<file path="config.mk">
export PLATFORM = sky130hd
export DESIGN_NAME = bswa_ram
export DESIGN_NICKNAME = d
export VERILOG_FILES = /design/src/design/bswa_ram.sv
export SDC_FILE = /design/constraint.sdc
export NUM_CORES = 1
export LEC_CHECK = 0
export BUFFER_PORTS_ARGS = -buffer_cell sky130_fd_sc_hd__clkbuf_2
export CAP_MARGIN = 0
export CORE_AREA = 2 2 117 119
export CTS_BUF_LIST = sky130_fd_sc_hd__clkbuf_8
export DETAILED_ROUTE_END_ITERATION = 10
export DIE_AREA = 0 0 119 121
export SYNTH_ARGS = -nofsm -noshare
export SYNTH_HDL_FRONTEND = slang
export SYNTH_SLANG_ARGS = --single-unit
</file>
<file path="constraint.sdc">
create_clock -name clk -period 3.58 [get_ports clk]
set_clock_uncertainty 0.15 [all_clocks]
set_input_delay 0.716 -clock clk [delete_from_list [all_inputs] [get_ports clk]]
set_output_delay 0.716 -clock clk [all_outputs]
set_load 0.005 [all_outputs]
</file>
<file path="src/design/bswa_ram.sv">
module bswa_ram #(
    parameter int Width = 8,
    parameter int Depth = 16
) (
    input  logic                     clk,
    input  logic                     we,
    input  logic [$clog2(Depth)-1:0] waddr,
    input  logic [Width-1:0]         wdata,
    input  logic [$clog2(Depth)-1:0] raddr,
    output logic [Width-1:0]         rdata
);

    logic [Width-1:0] mem [Depth];

    // single write port, registered read
    always_ff @(posedge clk)
    begin
        if (we)
        begin
            mem[waddr] <= wdata;
        end
        rdata <= mem[raddr];
    end

endmodule

</file>
## Yosys cells after proc, flatten, opt, wreduce, memory -nomap -nowiden

Memories as Yosys holds them, arrays and structs flattened. A register that Yosys moved wholly into a read port is not among the register bits.
Index checks and enable logic that the tools add are counted.

- Bits of input ports: 18
- Memories: 1
- Flip-flop bits (word level): 0
- Logic and storage cells: 3
- Output and inout port bits: 8
- Bits in writable memories: 128

Memory list:

| memory | words | width | read ports | clocked after Yosys merged registers in | wr ports | RTL line | text |
|---|---|---|---|---|---|---|---|
| mem | 16 | 8 | 1 | 1 | 1 | 13 | `logic [Width-1:0] mem [Depth];` |

- Multiplexer cells: 2

Operators with widths:

| cell | number |
|---|---|
| 1-bit 2-to-1 mux | 2 |

## Depth between registers and ports, before layout

- Word-level depth: 2
- Gate-level depth with buffers: 5
- Depth with buffers taken out: 3

## Least setup slack after synthesis

OpenSTA, ideal clock, no wires.

- Path kind: input port to flip-flop
- Start point: input waddr[2]
- End point: memory mem[0][0] (enable)
- Buffers on the path: 0
- Cell stages on the path: 2
- Arrival: 1.826 ns
- Required time: 3.047 ns
- Slack: 1.221 ns
- Setup time: 0.383 ns
- Cells stage by stage: or3b_2 nor3_1

RTL lines:

| element | RTL line | text |
|---|---|---|
| from (decl) | 7 | `input logic [$clog2(Depth)-1:0] waddr,` |
| to (decl) | 13 |  |

No word-level cell before the write port.

==> impl_summary.md <==
STA
The count of pins over their slew limit is 0. Summed over all failing endpoints, the final setup total negative slack is 0 ps. The worst path uses around 60% of the clock period. The transition time of the tightest slew-check pin is about 1000 ps. Setup repair after global routing left no endpoint under its margin. The final critical path time including I/O delays and setup is 2155 ps.

The worst slew margin relative to its limit is 32.98%. The maximum clock frequency is 0.4641 GHz. The smallest setup slack after layout is ~1400 ps. The hold violation count in the final report is 0. The tightest hold path in the finished design has a slack of roughly 500 ps. Setup violations remaining at the end of the flow were counted as 0.

Logic synthesis
The synthesized net count is 247. The mean cell area of the mapped netlist is 22.48 um^2. The mapped netlist covers just over 5000 um^2. The cell count after synthesis came out at approximately 230.

The synthesized netlist devotes ~3.2% of its cell area to simple gates. Summing the areas of all xor and xnor instances in the mapped netlist gives 0% of the synthesized area. The post-synthesis register bit count is between 100 and 150. After Yosys synthesis, full adders, half adders and majority gates account for 0% of the synthesized area. The share of cell area taken by muxes after synthesis is 15.02%. The synthesized netlist contains 19 unique library cells. The main combinational cell family by area after synthesis is multiplexers. Sequential elements use between 70% and 80% of the synthesized area.

For this run, the number of Yosys warnings is 0. The synthesized netlist devotes 2.333% of its cell area to compound gates.

Drt
Summing over every cut layer, the via total after detailed routing is around 2.3k. The number of DRC violations after detailed routing is 0. The length of the first detailed-routing pass in iterations is 4.

The routed length per instance is 20.63 um. Using the TritonRoute via totals, the vias-per-cell ratio works out to about 5.1. The remaining number of nets flagged by the antenna check after routing is 0.

The aggregate routed wire length is about 9500 um. The number of DRC markers in iteration 0 is 206.

Pwr
The leakage dissipation is 1.931 nW. Across the VDD grid, the largest voltage drop is 0.2096 mV. The power density over the cells is 517.4 nW/um^2. The overall power is between 3 and 4 mW.

Setup path
The reg-to-reg startpoint is mem[0][0]. The maximum fanout along the worst path is 24. The worst register-to-register path ends at rdata[0].

The cell count of the worst reg-to-reg path is 3. The worst reg-to-reg setup slack is 2050 ps. The required time at the endpoint of the critical path is 3750 ps. The startpoint type of the worst setup path is a primary input. For the worst setup path, the data arrival time is around 2300 ps. The startpoint-to-endpoint class of the critical path is in -> reg.

The worst setup path is captured at a flip-flop.

Clock network
The clock drives 136 sinks. In this run, CTS created clock tree buffers numbering 17. The total setup buffers inserted after CTS is 0. In this run the clock root is driven by a clkbuf_8. For this design, the CTS-stage hold fixing added 0 buffers. The number of gates given a new drive strength after cts is 0. TritonCTS built the clock tree. The CTS clock-pin slew for the worst setup and hold paths is 80 ps.

The later-pin clock latency in the skew report is 430 ps. The maximum clock path buffer count is 2. The H-tree was split into 4 levels.

Floorplan
During I/O placement, the number of pins put on the boundary was 26. The overall die area is 14400 um^2. The height of the die is 121 um.

The placement row count is 42. Once the floorplan was initialized, standard cells occupied 39.34% of the core. In this run the standard cell core region covers ~13000 um^2. The floorplan step set the die width to 119 um.

Final layout
The growth of design area from synthesis to finish is 12.76%. Cells with a size suffix above 1 make up 28.07% of the layout. The finished layout cell area is 5804 um^2.

The net count of the finished layout is 290. Excluding fillers, the count of instances in the completed layout stands at 461. At the end of the flow the core is filled with cells to 44.36%. The repair_antennas step left the layout with diodes totalling 0.

Run status
The run finished with clean final reports.

Placed design
The placement-stage cell area is 5474 um^2. Once placement completed, the tool counted placed cells totaling 429. The global placer's final weighted congestion is 0.7031. In this run the tool buffered the top-level ports with 25 buffer cells. Timing analysis after detailed placement gives a worst setup slack of 929.7 ps. The placed wire-length estimate is 5956 um.

Hold path
Counting instances, the worst hold path has a depth of 3. The startpoint identified for the worst hold timing path is mem[13][5]. The worst hold path class is reg -> reg. The end point of the most critical hold path is rdata[5].

Job
Max-cap violations in this run came to 0.

Global routing
The final global-route overflow total is 0. The wire length of the first global-routing pass is 14550 um. Across every metal layer, demand over resource in global routing totals 14.31%.

The via count of the first global-routing pass is 2435. The initial antenna violation count is 0. Entering global routing, the biggest net connects 30 pins.
## worst max path at each step
stage,start,end,slack (ps)
floorplan,waddr[2],mem[0][0],1220
global placement,raddr[0],rdata[5],940
detailed placement,raddr[0],rdata[3],930
CTS,raddr[0],rdata[3],1400
global route,raddr[0],rdata[5],1280
finish,raddr[0],rdata[3],1430
## worst max-delay path, cell delays in order
cell      delay, ps
clkbuf_2         80
buf_4           390
buf_4           310
mux4_1          570
a22oi_1         190
nand2_1          60
## metal layers
metal	up-vias	wire length, um	GRT usage [%]
met5	-	0	0
met4	0	120	5.357
met3	8	344	3.712
met2	45	4782	24.28
met1	1232	4264	17.76
li1	1056	-	-
## placed cells by master (no fill, tap or decap), drive strengths merged
| cell | count |
|---|---|
| nand2b | 2 |
| a22oi | 16 |
| clkinvlp | 1 |
| or3b | 1 |
| nand3 | 1 |
| nor2 | 13 |
| and2 | 1 |
| nor2b | 1 |
| nand3b | 2 |
| buf | 9 |
| dfxtp | 8 |
| mux4 | 32 |
| clkinv | 10 |
| edfxtp | 128 |
| nand2 | 9 |
| bufinv | 1 |
| and2b | 1 |
| clkbuf | 42 |
| inv | 3 |
| nor3 | 4 |
## state kept, by name, indices dropped and copies added (netlist names)
signal / cells
mem: 128
rdata: 8
## logic make-up after synthesis
| family | count (synthesis) |
|---|---|
| flip-flops | 136 |
| AND/OR/NAND/NOR | 35 |
| multiplexers | 32 |
| AO/OA/AOI/OAI | 16 |
| buffers and inverters | 10 |
## power breakdown
| group | internal (mW) | switching, mW | total (mW) | leakage (nW) |
|---|---|---|---|---|
| combinational | 0.0662 | 0.0882 | 0.154 | 0.521 |
| clock | 0.524 | 0.536 | 1.06 | 0.187 |
| sequential | 1.78 | 0.00998 | 1.79 | 1.22 |
## synthesized netlist by cell type
| library cell | count | area (um^2) |
|---|---|---|
| a22oi_1 | 16 | 120.1 |
| and2_1 | 1 | 6.260 |
| and2b_1 | 1 | 7.510 |
| buf_2 | 3 | 15.01 |
| buf_4 | 1 | 7.510 |
| buf_6 | 3 | 33.78 |
| clkdlybuf4s25_2 | 3 | 30.03 |
| dfxtp_1 | 8 | 160.2 |
| edfxtp_1 | 128 | 3844 |
| mux4_1 | 14 | 367.9 |
| mux4_2 | 18 | 405.4 |
| nand2_1 | 9 | 33.78 |
| nand2b_1 | 2 | 12.51 |
| nand3_1 | 1 | 5.000 |
| nand3b_1 | 2 | 15.01 |
| nor2_1 | 13 | 48.80 |
| nor2b_1 | 1 | 6.260 |
| nor3_1 | 4 | 20.02 |
| or3b_2 | 1 | 8.760 |
## area by class of cell
cell class                 count  area [um^2]
clock buffer                  17        234.0
clock inverter                15        96.34
fill                        1122         7281
multi-input combinational     83         1057
sequential                   136         4004
tap                          176        220.2
timing repair buffer          34        192.7
(Power assumes the default switching activity.)
