**config.mk**
```make
export PLATFORM = sky130hd
export DESIGN_NAME = bswa_divider
export DESIGN_NICKNAME = d
export VERILOG_FILES = /design/src/design/bswa_pkg.sv /design/src/design/bswa_divider.sv
export SDC_FILE = /design/constraint.sdc
export NUM_CORES = 1
export LEC_CHECK = 0
export ABC_AREA = 1
export BUFFER_PORTS_ARGS = -buffer_cell sky130_fd_sc_hd__buf_2
export CAP_MARGIN = 20
export CORE_UTILIZATION = 35
export DETAILED_ROUTE_END_ITERATION = 6
export PLACE_DENSITY = 0.59
export SYNTH_ARGS = -nofsm -noshare
export SYNTH_HDL_FRONTEND = slang
export SYNTH_SLANG_ARGS = --single-unit
```
**constraint.sdc**
```tcl
create_clock -name clk -period 4 [get_ports clk]
set_clock_uncertainty 0.05 [all_clocks]
set_input_delay 0.2 -clock clk [delete_from_list [all_inputs] [get_ports clk]]
set_output_delay 0.2 -clock clk [all_outputs]
set_load 0.01 [all_outputs]
```
**src/design/bswa_pkg.sv**
```systemverilog
package bswa_pkg;

    localparam int NumBinsDefault = 64;

    localparam int SumW    = 64;
    localparam int SignW   = 48;
    localparam int CountW  = 32;
    localparam int MoveW   = 64;

    localparam logic [1:0] OP_SAMPLE = 2'd0;
    localparam logic [1:0] OP_ACCEPT = 2'd1;
    localparam logic [1:0] OP_READ   = 2'd2;
    localparam logic [1:0] OP_UNUSED = 2'd3;

    localparam logic [1:0] REG_MU    = 2'd0;
    localparam logic [1:0] REG_U     = 2'd1;
    localparam logic [1:0] REG_SITES = 2'd2;

    // packed layout of one bin word in the main memory
    typedef struct packed {
        logic signed [SumW-1:0]  hub;
        logic signed [SumW-1:0]  gc;
        logic signed [SumW-1:0]  ph;
        logic signed [SumW-1:0]  dens;
        logic signed [SumW-1:0]  dbl;
        logic signed [SignW-1:0] sgn;
        logic [CountW-1:0]       cnt;
    } bin_sums_t;

    typedef struct packed {
        logic [MoveW-1:0] acc;
        logic [MoveW-1:0] att;
    } bin_moves_t;

    localparam int SumsW  = $bits(bin_sums_t);
    localparam int MovesW = $bits(bin_moves_t);

endpackage

```
**src/design/bswa_divider.sv**
```systemverilog
module bswa_divider
    import bswa_pkg::*;
(
    input  logic              clk,
    input  logic              rst_n,
    input  logic              start,
    input  logic [SumW-1:0]   rem0,
    input  logic [SumW-1:0]   num,
    input  logic [SumW-1:0]   den,
    output logic              done,
    output logic [SumW-1:0]   quo
);

    // one quotient bit per cycle, unsigned restoring
    // rem0 extends the dividend above num and must be below den
    logic [SumW-1:0]  rem_reg, rem_next;
    logic [SumW-1:0]  q_reg, q_next;
    logic [SumW-1:0]  d_reg, d_next;
    logic [6:0]       cnt_reg, cnt_next;
    logic             run_reg, run_next;
    logic             done_reg, done_next;
    logic [SumW:0]    trial;

    always_comb
    begin
        rem_next  = rem_reg;
        q_next    = q_reg;
        d_next    = d_reg;
        cnt_next  = cnt_reg;
        run_next  = run_reg;
        done_next = 1'b0;
        trial     = {rem_reg, q_reg[SumW-1]} - {1'b0, d_reg};
        if (start)
        begin
            rem_next = rem0;
            q_next   = num;
            d_next   = den;
            cnt_next = 7'(SumW);
            run_next = 1'b1;
        end
        else if (run_reg)
        begin
            if (!trial[SumW])
            begin
                rem_next = trial[SumW-1:0];
                q_next   = {q_reg[SumW-2:0], 1'b1};
            end
            else
            begin
                rem_next = {rem_reg[SumW-2:0], q_reg[SumW-1]};
                q_next   = {q_reg[SumW-2:0], 1'b0};
            end
            cnt_next = cnt_reg - 7'd1;
            if (cnt_reg == 7'd1)
            begin
                run_next  = 1'b0;
                done_next = 1'b1;
            end
        end
    end

    always_ff @(posedge clk or negedge rst_n)
    begin
        if (!rst_n)
        begin
            run_reg  <= 1'b0;
            done_reg <= 1'b0;
            cnt_reg  <= '0;
        end
        else
        begin
            run_reg  <= run_next;
            done_reg <= done_next;
            cnt_reg  <= cnt_next;
        end
    end

    always_ff @(posedge clk)
    begin
        rem_reg <= rem_next;
        q_reg   <= q_next;
        d_reg   <= d_next;
    end

    assign done = done_reg;
    assign quo  = q_reg;

endmodule

```
# --- Word level (Yosys, flattened, before mapping) ---
# Index checks and enable logic that the tools add are counted.
word_totals:
  register_bits: 201
  out_inout_bits: 65
  elab_cells: 24
  in_bits: 195
classes:
  add_sub_neg: 2
  muxes: 14
  n_reduce_logical: 1
  n_eq_ne: 1
op_table:
  columns: ["cell", "n"]
  rows:
  - ["64-bit 2-to-1 mux", 5]
  - ["65-bit by 64-bit subtractor with 65-bit output", 1]
  - ["7-bit 2-to-1 mux", 2]
  - ["7-bit by 1-bit equality test with 1-bit output (second input constant)", 1]
  - ["1-bit 2-to-1 mux", 7]
  - ["7-bit by 1-bit subtractor with 7-bit output (second input constant)", 1]
  - ["2-bit nonzero test", 1]

# --- Depth between registers and ports, before layout ---
# Gate-level depths: netlist of run 1.
logic_depth:
  word_depth: 4
  ltp_mapped: 21
  mapped_depth_nobuf: 19

# --- Worst setup path before layout of run 1 ---
# Ideal clock, no wire load.
synth_path:
  path_kind: "input -> register"
  startpoint: "in start"
  endpoint: "reg q_reg[0], in the netlist quo[0], enable pin"
  required_ns: 3.468
  n_path_buf: 1
  t_arrival_ns: 2.987
  stages: 3
  setup_ns: 0.482
  setup_slack_ns: 0.481
  path_cell_list: "clkbuf_1 > nor2_1 > inv_1"
synth_via:
  elab_chain_len: 1
synth_rtl:
  columns: ["item", "line", "rtl"]
  rows:
  - ["start, declared", "bswa_divider.sv:6", "input logic start,"]
  - ["2-bit nonzero test (no source line)", null, null]
  - ["end signal, assigned", "bswa_divider.sv:81", "q_reg <= q_next;"]
  - ["end, declared", "bswa_divider.sv:17", "logic [SumW-1:0] q_reg, q_next;"]
# No other way between the ends.
# A chain may end at the register's enable or synchronous reset.

# --- Final worst setup path of run 1 ---
layout_path:
  startpoint: "reg q_reg[63], in the netlist quo[63]"
  endpoint: "reg rem_reg[6], data pin"
layout_via:
  elab_chain_len: 4
layout_rtl:
  columns: ["item", "line", "rtl"]
  rows:
  - ["65-bit by 64-bit subtractor with 65-bit output", "bswa_divider.sv:32", "trial = {rem_reg, q_reg[SumW-1]} - {1'b0, d_reg};"]
  - ["64-bit 2-to-1 mux", "bswa_divider.sv:43", "if (!trial[SumW])"]
  - ["64-bit 2-to-1 mux", "bswa_divider.sv:41", "else if (run_reg)"]
  - ["64-bit 2-to-1 mux", "bswa_divider.sv:33", "if (start)"]
  - ["via rem_next[6]", "bswa_divider.sv:16", "logic [SumW-1:0] rem_reg, rem_next;"]
  - ["end signal, assigned", "bswa_divider.sv:80", "rem_reg <= rem_next;"]
  - ["end, declared", "bswa_divider.sv:16", null]
# The timed path passes the listed nets, and every way through them passes these cells. The select of a mux whose other input is x is not followed.

==> impl_metrics.csv, run 1 <==
group,metric,value,unit
pwr,pwr-share-clk,16.2,%
worst_setup_path,end_kind,"flip-flop",
pwr,ir_worst_vdd,0.507,mV
die,coreArea,0.0424,mm2
global_route,met3_usage,3.20,%
worst_setup_path,cp_num_buf_inv,2,
worst_setup_path,critPathKind,"reg2reg",
clocking,cts-root-buf,"clkbuf_16",
timing,final-hold-violation-count,0,
pwr,p_int,6.81,mW
route,via_per_inst,4.62,
logic_synthesis,synth.distinct_cells,35,
global_route,grt_pass1_vias,15400,
route,finalWirelength,53100,um
die,die_x,210,um
placed_design,dp_slack,0.477,ns
global_route,track_usage,24.0,%
clocking,cts.clk_slew.worst_paths,0.06,ns
die,die_h,210,um
timing,finalCritPeriodShare,88.3,%
worst_hold_path,holdPathEnd,"d_reg[18]",
timing,slew_viol_final,0,
pwr,p_sw,6.53,mW
logic_synthesis,syn_nets,2533,
route,drcViolationCount,0,
clocking,cts_max_level,1,
worst_setup_path,critPathTopFamily,"simple AND/OR/NAND/NOR gates",
timing,final.min_clock_period,3.53,ns
pwr,power,13.3,mW
final_layout,finalNonFillerCells,3308,
global_route,antenna_found_initial,0,
pwr,powerDensity,675,mW/mm2
timing,setup_tns,0,ns
final_layout,layout.nets,2975,
logic_synthesis,ys_seq_area_share,39.4,%
route,vias,15300,
worst_setup_path,reg2reg_depth,19,
worst_setup_path,crit_arrival,3.80,ns
timing,tightest_slew,0.749,ns
timing,max_slew_margin,50.1,%
clocking,cts_sinks,201,
logic_synthesis,synth_area,0.0152,mm2
worst_setup_path,cp_max_fo,38,
die,num_io_pins,260,
clocking,cts_max_path_buffers,3,
global_route,met2_usage,41.4,%
logic_synthesis,synth_edf_count,192,
global_route,grt_overflow,0,
pwr,pwr-share-comb,58.9,%
logic_synthesis,ys_seq_elements,201,
route,wl_per_cell,16.1,um
route,ant_nets,0,
logic_synthesis,syn_inst,2271,
clocking,tritoncts,"built",
clocking,clock_latency,0.57,ns
worst_setup_path,r2r_slack,0.47,ns
clocking,cts_made_buffers,25,
worst_setup_path,r2r_start,"quo[63]",
die,start_util,35.8,%
placed_design,gp_congestion,0.976,
final_layout,drive_above_1_share,13.4,%
logic_synthesis,synth_top_area_share,37.9,%
worst_setup_path,cp_cell_sequence,"inv_1, ha_1, fa_1, inv_1, nand2_1, nand2_1, nand3_1, nand2_2, nand2_1, nand2_2, nand2_2, nand2_2, nand2_2, nand2_2, nand2_4, nand2_4, nand2_1, nand3_1, nand2_1",
global_route,grt_pass1_wl,83200,um
global_route,met1_usage,31.5,%
placed_design,dp_cells,3069,
timing,clock.fmax,283,MHz
timing,setup_viol,0,
timing,layout_setup_ws,0.466,ns
die,dieArea,0.0443,mm2
logic_synthesis,ys_warn_count,0,
job,drv_cap,0,
route,drt-initial-drc-count,925,
logic_synthesis,synth_flop_cell,"edfxtp_1",
pwr,swShare,49.0,%
pwr,power_frac_seq,25.0,%
route,dr.pass1.iters,6,
worst_setup_path,cpMostUsedCell,"nand2_2",
die,row_count,75,
worst_setup_path,start_kind,"flip-flop",
worst_setup_path,reg2reg_to,"rem_reg[6]",
placed_design,dp_hpwl,40500,um
logic_synthesis,synth.area.top_cells,"edfxtp_1 38%, nand2_1 25%, inv_1 11%",
worst_hold_path,holdPathStages,1,
worst_setup_path,cpMaxStageDelayCell,"nand2_4",
final_layout,num_antenna_cells,0,
logic_synthesis,syn_avg_cell_area,6.69,um2
pwr,p_leak,10.8,nW
placed_design,portBuffers,259,
timing,rsz0062_at_grt,"false",
final_layout,syn_to_final_growth,30.0,%
status,run_status,"completed",
worst_setup_path,cp_data_required_time,4.27,ns
timing,hold_slack,0.0495,ns
worst_setup_path,cp_slowest_stage_delay,0.61,ns
clocking,post_cts_resized,0,
worst_hold_path,hold_start,"start",
logic_synthesis,synth_top_area_cell,"edfxtp_1",
logic_synthesis,synthArstFlopShare,4.48,%
global_route,grt_busiest_layer,"met2",
worst_hold_path,hold_path.class,"in2reg",
global_route,grt_max_degree,70,
layer usage:
| metal | vias to the layer above | part of all wire (%) |
|---|---|---|
| met5 | - | 0 |
| li1 | 7829 | - |
| met3 | 71 | 5.0 |
| met2 | 419 | 46 |
| met1 | 6973 | 46 |
| met4 | 0 | 2.8 |
kinds of logic (layout without fill, tap and decap cells):
family / Yosys count / in the layout / share of synthesized area, %
simple gates: 1397 / 1397 / 38.0
buf+inv: 509 / 969 / 13.1
flops: 201 / 201 / 39.4
compound gates: 72 / 72 / 2.50
fa+ha+maj: 67 / 67 / 5.57
xor+xnor: 25 / 25 / 1.44
power by group through the flow:
stage,combinational (mW),sequential [mW],clock (mW)
finish,7.85,3.33,2.15
global route,8.89,3.40,2.29
CTS,7.81,3.33,2.22
detailed placement,7.63,3.35,0
global placement,7.58,3.33,0
floorplan,5.54,3.32,0
cells in the final DEF (no fill, tap or decap), drive strengths merged, types with 16 or more instances in the layout:
cell type	instances
xnor2	17
dlygate4sd3	194
nand3b	17
nand4	16
clkbuf	33
inv	465
edfxtp	192
nor3	16
buf	267
nand3	185
a21oi	56
ha	66
nand2	1038
nor2	118
how the worst max path moves through the flow:
| stage | from | slack (ns) | depth (start not counted) | to |
|---|---|---|---|---|
| floorplan | start | 0.48 | 3 | quo[0] |
| global placement | quo[63] | 0.62 | 19 | rem_reg[35] |
| detailed placement | quo[63] | 0.48 | 19 | rem_reg[6] |
| CTS | quo[63] | 0.48 | 19 | rem_reg[37] |
| global route | quo[63] | 0.19 | 19 | rem_reg[38] |
| finish | quo[63] | 0.47 | 19 | rem_reg[6] |
cell usage after synthesis, drive strengths merged, types with 4 or more instances:
library cell	count
xnor2	17
nand4	16
o21ai	11
edfxtp	192
inv	463
o21bai	4
a21oi	56
xor2	8
ha	66
nand3b	17
clkbuf	26
nor3	16
nor4	4
buf	20
nor2	118
nand2	1038
dfrtp	9
nand3	185
per-stage QoR:
stage               instance area [um2]  utilization [%]
CTS                               19700             46.6
finish                            19700             46.6
detailed placement                17000             40.2
global route                      19700             46.6
global placement                  17000             40.2
floorplan                         15200                -
what timing repair did:
item,in CTS,in global routing
endpoints found under the hold margin,201,0
hold buffers,194,0
buffers inserted,0,0
area by class of cell:
class                   instances  area, um2
clock buffers                  33        656
clock inverters                12        101
fillers                      4430      22700
inverters                     463       1740
multi-input cells            1561       7220
flip-flops and latches        201       5990
well taps                     577        722
repair buffers                461       3320
(Power assumes the default switching activity.)
==> run 2, diff against run 1 <==
MAX_ROUTING_LAYER = met4   (was default)
==> run 2 against run 1 <==
Critical path depth unchanged. Combinational power about the same. Global-route usage increased by 1.1 points.
==> impl_metrics.csv, run 2 (same netlist as run 1, synthesis figures left out) <==
group,metric,value,unit
pwr,power,13.3,mW
route,vias,15300,
clocking,cts_max_path_buffers,3,
worst_setup_path,critPathKind,"reg2reg",
placed_design,placed_area,0.0171,mm2
die,dieArea,0.0443,mm2
timing,setup_viol,0,
route,dr.pass1.iters,5,
final_layout,layout.nets,2976,
die,die_h,210,um
timing,hold_slack,0.116,ns
placed_design,gp_congestion,0.980,
pwr,power_frac_seq,25.0,%
route,wl_per_cell,16.2,um
worst_hold_path,hold_path.class,"in2reg",
final_layout,stdcell_area,0.0198,mm2
placed_design,portBuffers,259,
status,run_status,"completed",
pwr,ir_worst_vdd,0.421,mV
final_layout,num_antenna_cells,0,
pwr,p_sw,6.54,mW
global_route,grt_pass1_wl,83500,um
worst_setup_path,start_kind,"flip-flop",
pwr,pwr-share-comb,58.8,%
final_layout,mostFrequentLayoutCell,"nand2_1",
timing,rsz0062_at_grt,"false",
final_layout,drive_above_1_share,13.4,%
placed_design,dp_cells,3070,
pwr,powerDensity,675,mW/mm2
timing,slew_viol_final,0,
placed_design,dp_slack,0.442,ns
die,num_io_pins,260,
global_route,antenna_found_initial,0,
pwr,pwr-share-clk,16.2,%
route,drt-initial-drc-count,992,
route,via_per_inst,4.61,
timing,finalCritPeriodShare,89.2,%
worst_setup_path,cp_max_fo,38,
route,finalWirelength,53700,um
global_route,track_usage,25.1,%
clocking,cts-root-buf,"clkbuf_16",
pwr,p_int,6.80,mW
pwr,swShare,49.0,%
worst_setup_path,setup.worst_path.start,"quo[63]",
route,ant_nets,0,
worst_hold_path,hold_start,"start",
final_layout,finalNonFillerCells,3309,
worst_setup_path,r2r_start,"quo[63]",
die,die_x,210,um
timing,setup_tns,0,ns
global_route,grt_max_degree,91,
timing,tightest_slew,0.938,ns
global_route,grt_pass1_vias,15400,
worst_setup_path,cp_data_required_time,4.27,ns
clocking,cts.clk_slew.worst_paths,0.06,ns
timing,final-hold-violation-count,0,
worst_setup_path,end_kind,"flip-flop",
clocking,clock_latency,0.56,ns
timing,clock.fmax,280,MHz
pwr,p_leak,10.8,nW
worst_setup_path,crit_arrival,3.84,ns
die,start_util,35.8,%
clocking,cts_sinks,201,
clocking,tritoncts,"built",
placed_design,dp_hpwl,40500,um
global_route,grt_overflow,0,
job,drv_cap,0,
route,drcViolationCount,0,
die,row_count,75,
clocking,cts_made_buffers,25,
timing,max_slew_margin,37.4,%
timing,layout_setup_ws,0.430,ns
clocking,cts_setup_buffers,0,
clocking,cts_max_level,1,
final_layout,syn_to_final_growth,30.1,%
die,coreArea,0.0424,mm2
timing,final.min_clock_period,3.57,ns
final_layout,final_cell_mix,"1004 x nand2_1, 450 x inv_1, 258 x buf_2, 194 x dlygate4sd3_1, 192 x edfxtp_1",
final_layout,final_util,46.6,%
[run 2: cell types whose count changed in the layout (fill, tap and decap cells not counted), sizes merged]
| cell | before | now |
|---|---|---|
| buf | 267 | 268 |
| clkbuf | 33 | 28 |
| inv | 465 | 464 |
| clkinv | 9 | 15 |
[run 2: worst paths after layout]
kind | slack, ns | end | depth (start not counted)
min in group asynchronous | 0.60 | cnt_reg[2] | 3
worst max-delay path | 0.43 | rem_reg[34] | 19
worst max register to register | 0.43 | rem_reg[34] | 19
max in group asynchronous | 3.00 | cnt_reg[6] | 3
worst min register to register | 0.47 | cnt_reg[6] | 2
worst min-delay path | 0.12 | d_reg[21] | 1
[run 2: power by group through the flow]
stage | clock network (mW) | registers [mW] | logic (mW)
floorplan | 0 | 3.32 | 5.54
global placement | 0 | 3.34 | 7.62
detailed placement | 0 | 3.35 | 7.63
CTS | 2.23 | 3.33 | 7.82
global route | 2.30 | 3.40 | 8.88
finish | 2.16 | 3.33 | 7.85
[run 2: layout make-up]
type | instances | area, um2
multi-input cells | 1561 | 7220
clock buffers | 28 | 637
inverters | 463 | 1740
repair buffers | 462 | 3320
clock inverters | 17 | 128
well taps | 577 | 722
fillers | 4411 | 22700
flip-flops and latches | 201 | 5990
[run 2: metal layers]
metal	GRT usage [%]	vias up	routed length [um]
met5	-	-	0
met4	7.55	0	1650
met3	3.68	67	2860
met2	41.0	445	24500
met1	32.1	6922	24700
li1	-	7835	-
[run 2: what timing repair did]
| action | 4_1_cts | 5_1_grt |
|---|---|---|
| hold buffers | 194 | 0 |
| gates resized for setup | 0 | 0 |
| endpoints found under the hold margin | 201 | 0 |
[run 2: worst max-delay path, stage by stage (launching register included)]
cell and delay (ns):
edfxtp_1 0.34, inv_1 0.06, ha_1 0.22, fa_1 0.42, inv_1 0.12, nand2_1 0.06
nand2_1 0.06, nand3_1 0.10, nand2_2 0.14, nand2_1 0.07, nand2_2 0.13, nand2_2 0.08
nand2_2 0.07, nand2_2 0.08, nand2_2 0.12, nand2_4 0.31, nand2_4 0.57, nand2_1 0.11
nand3_1 0.09, nand2_1 0.06
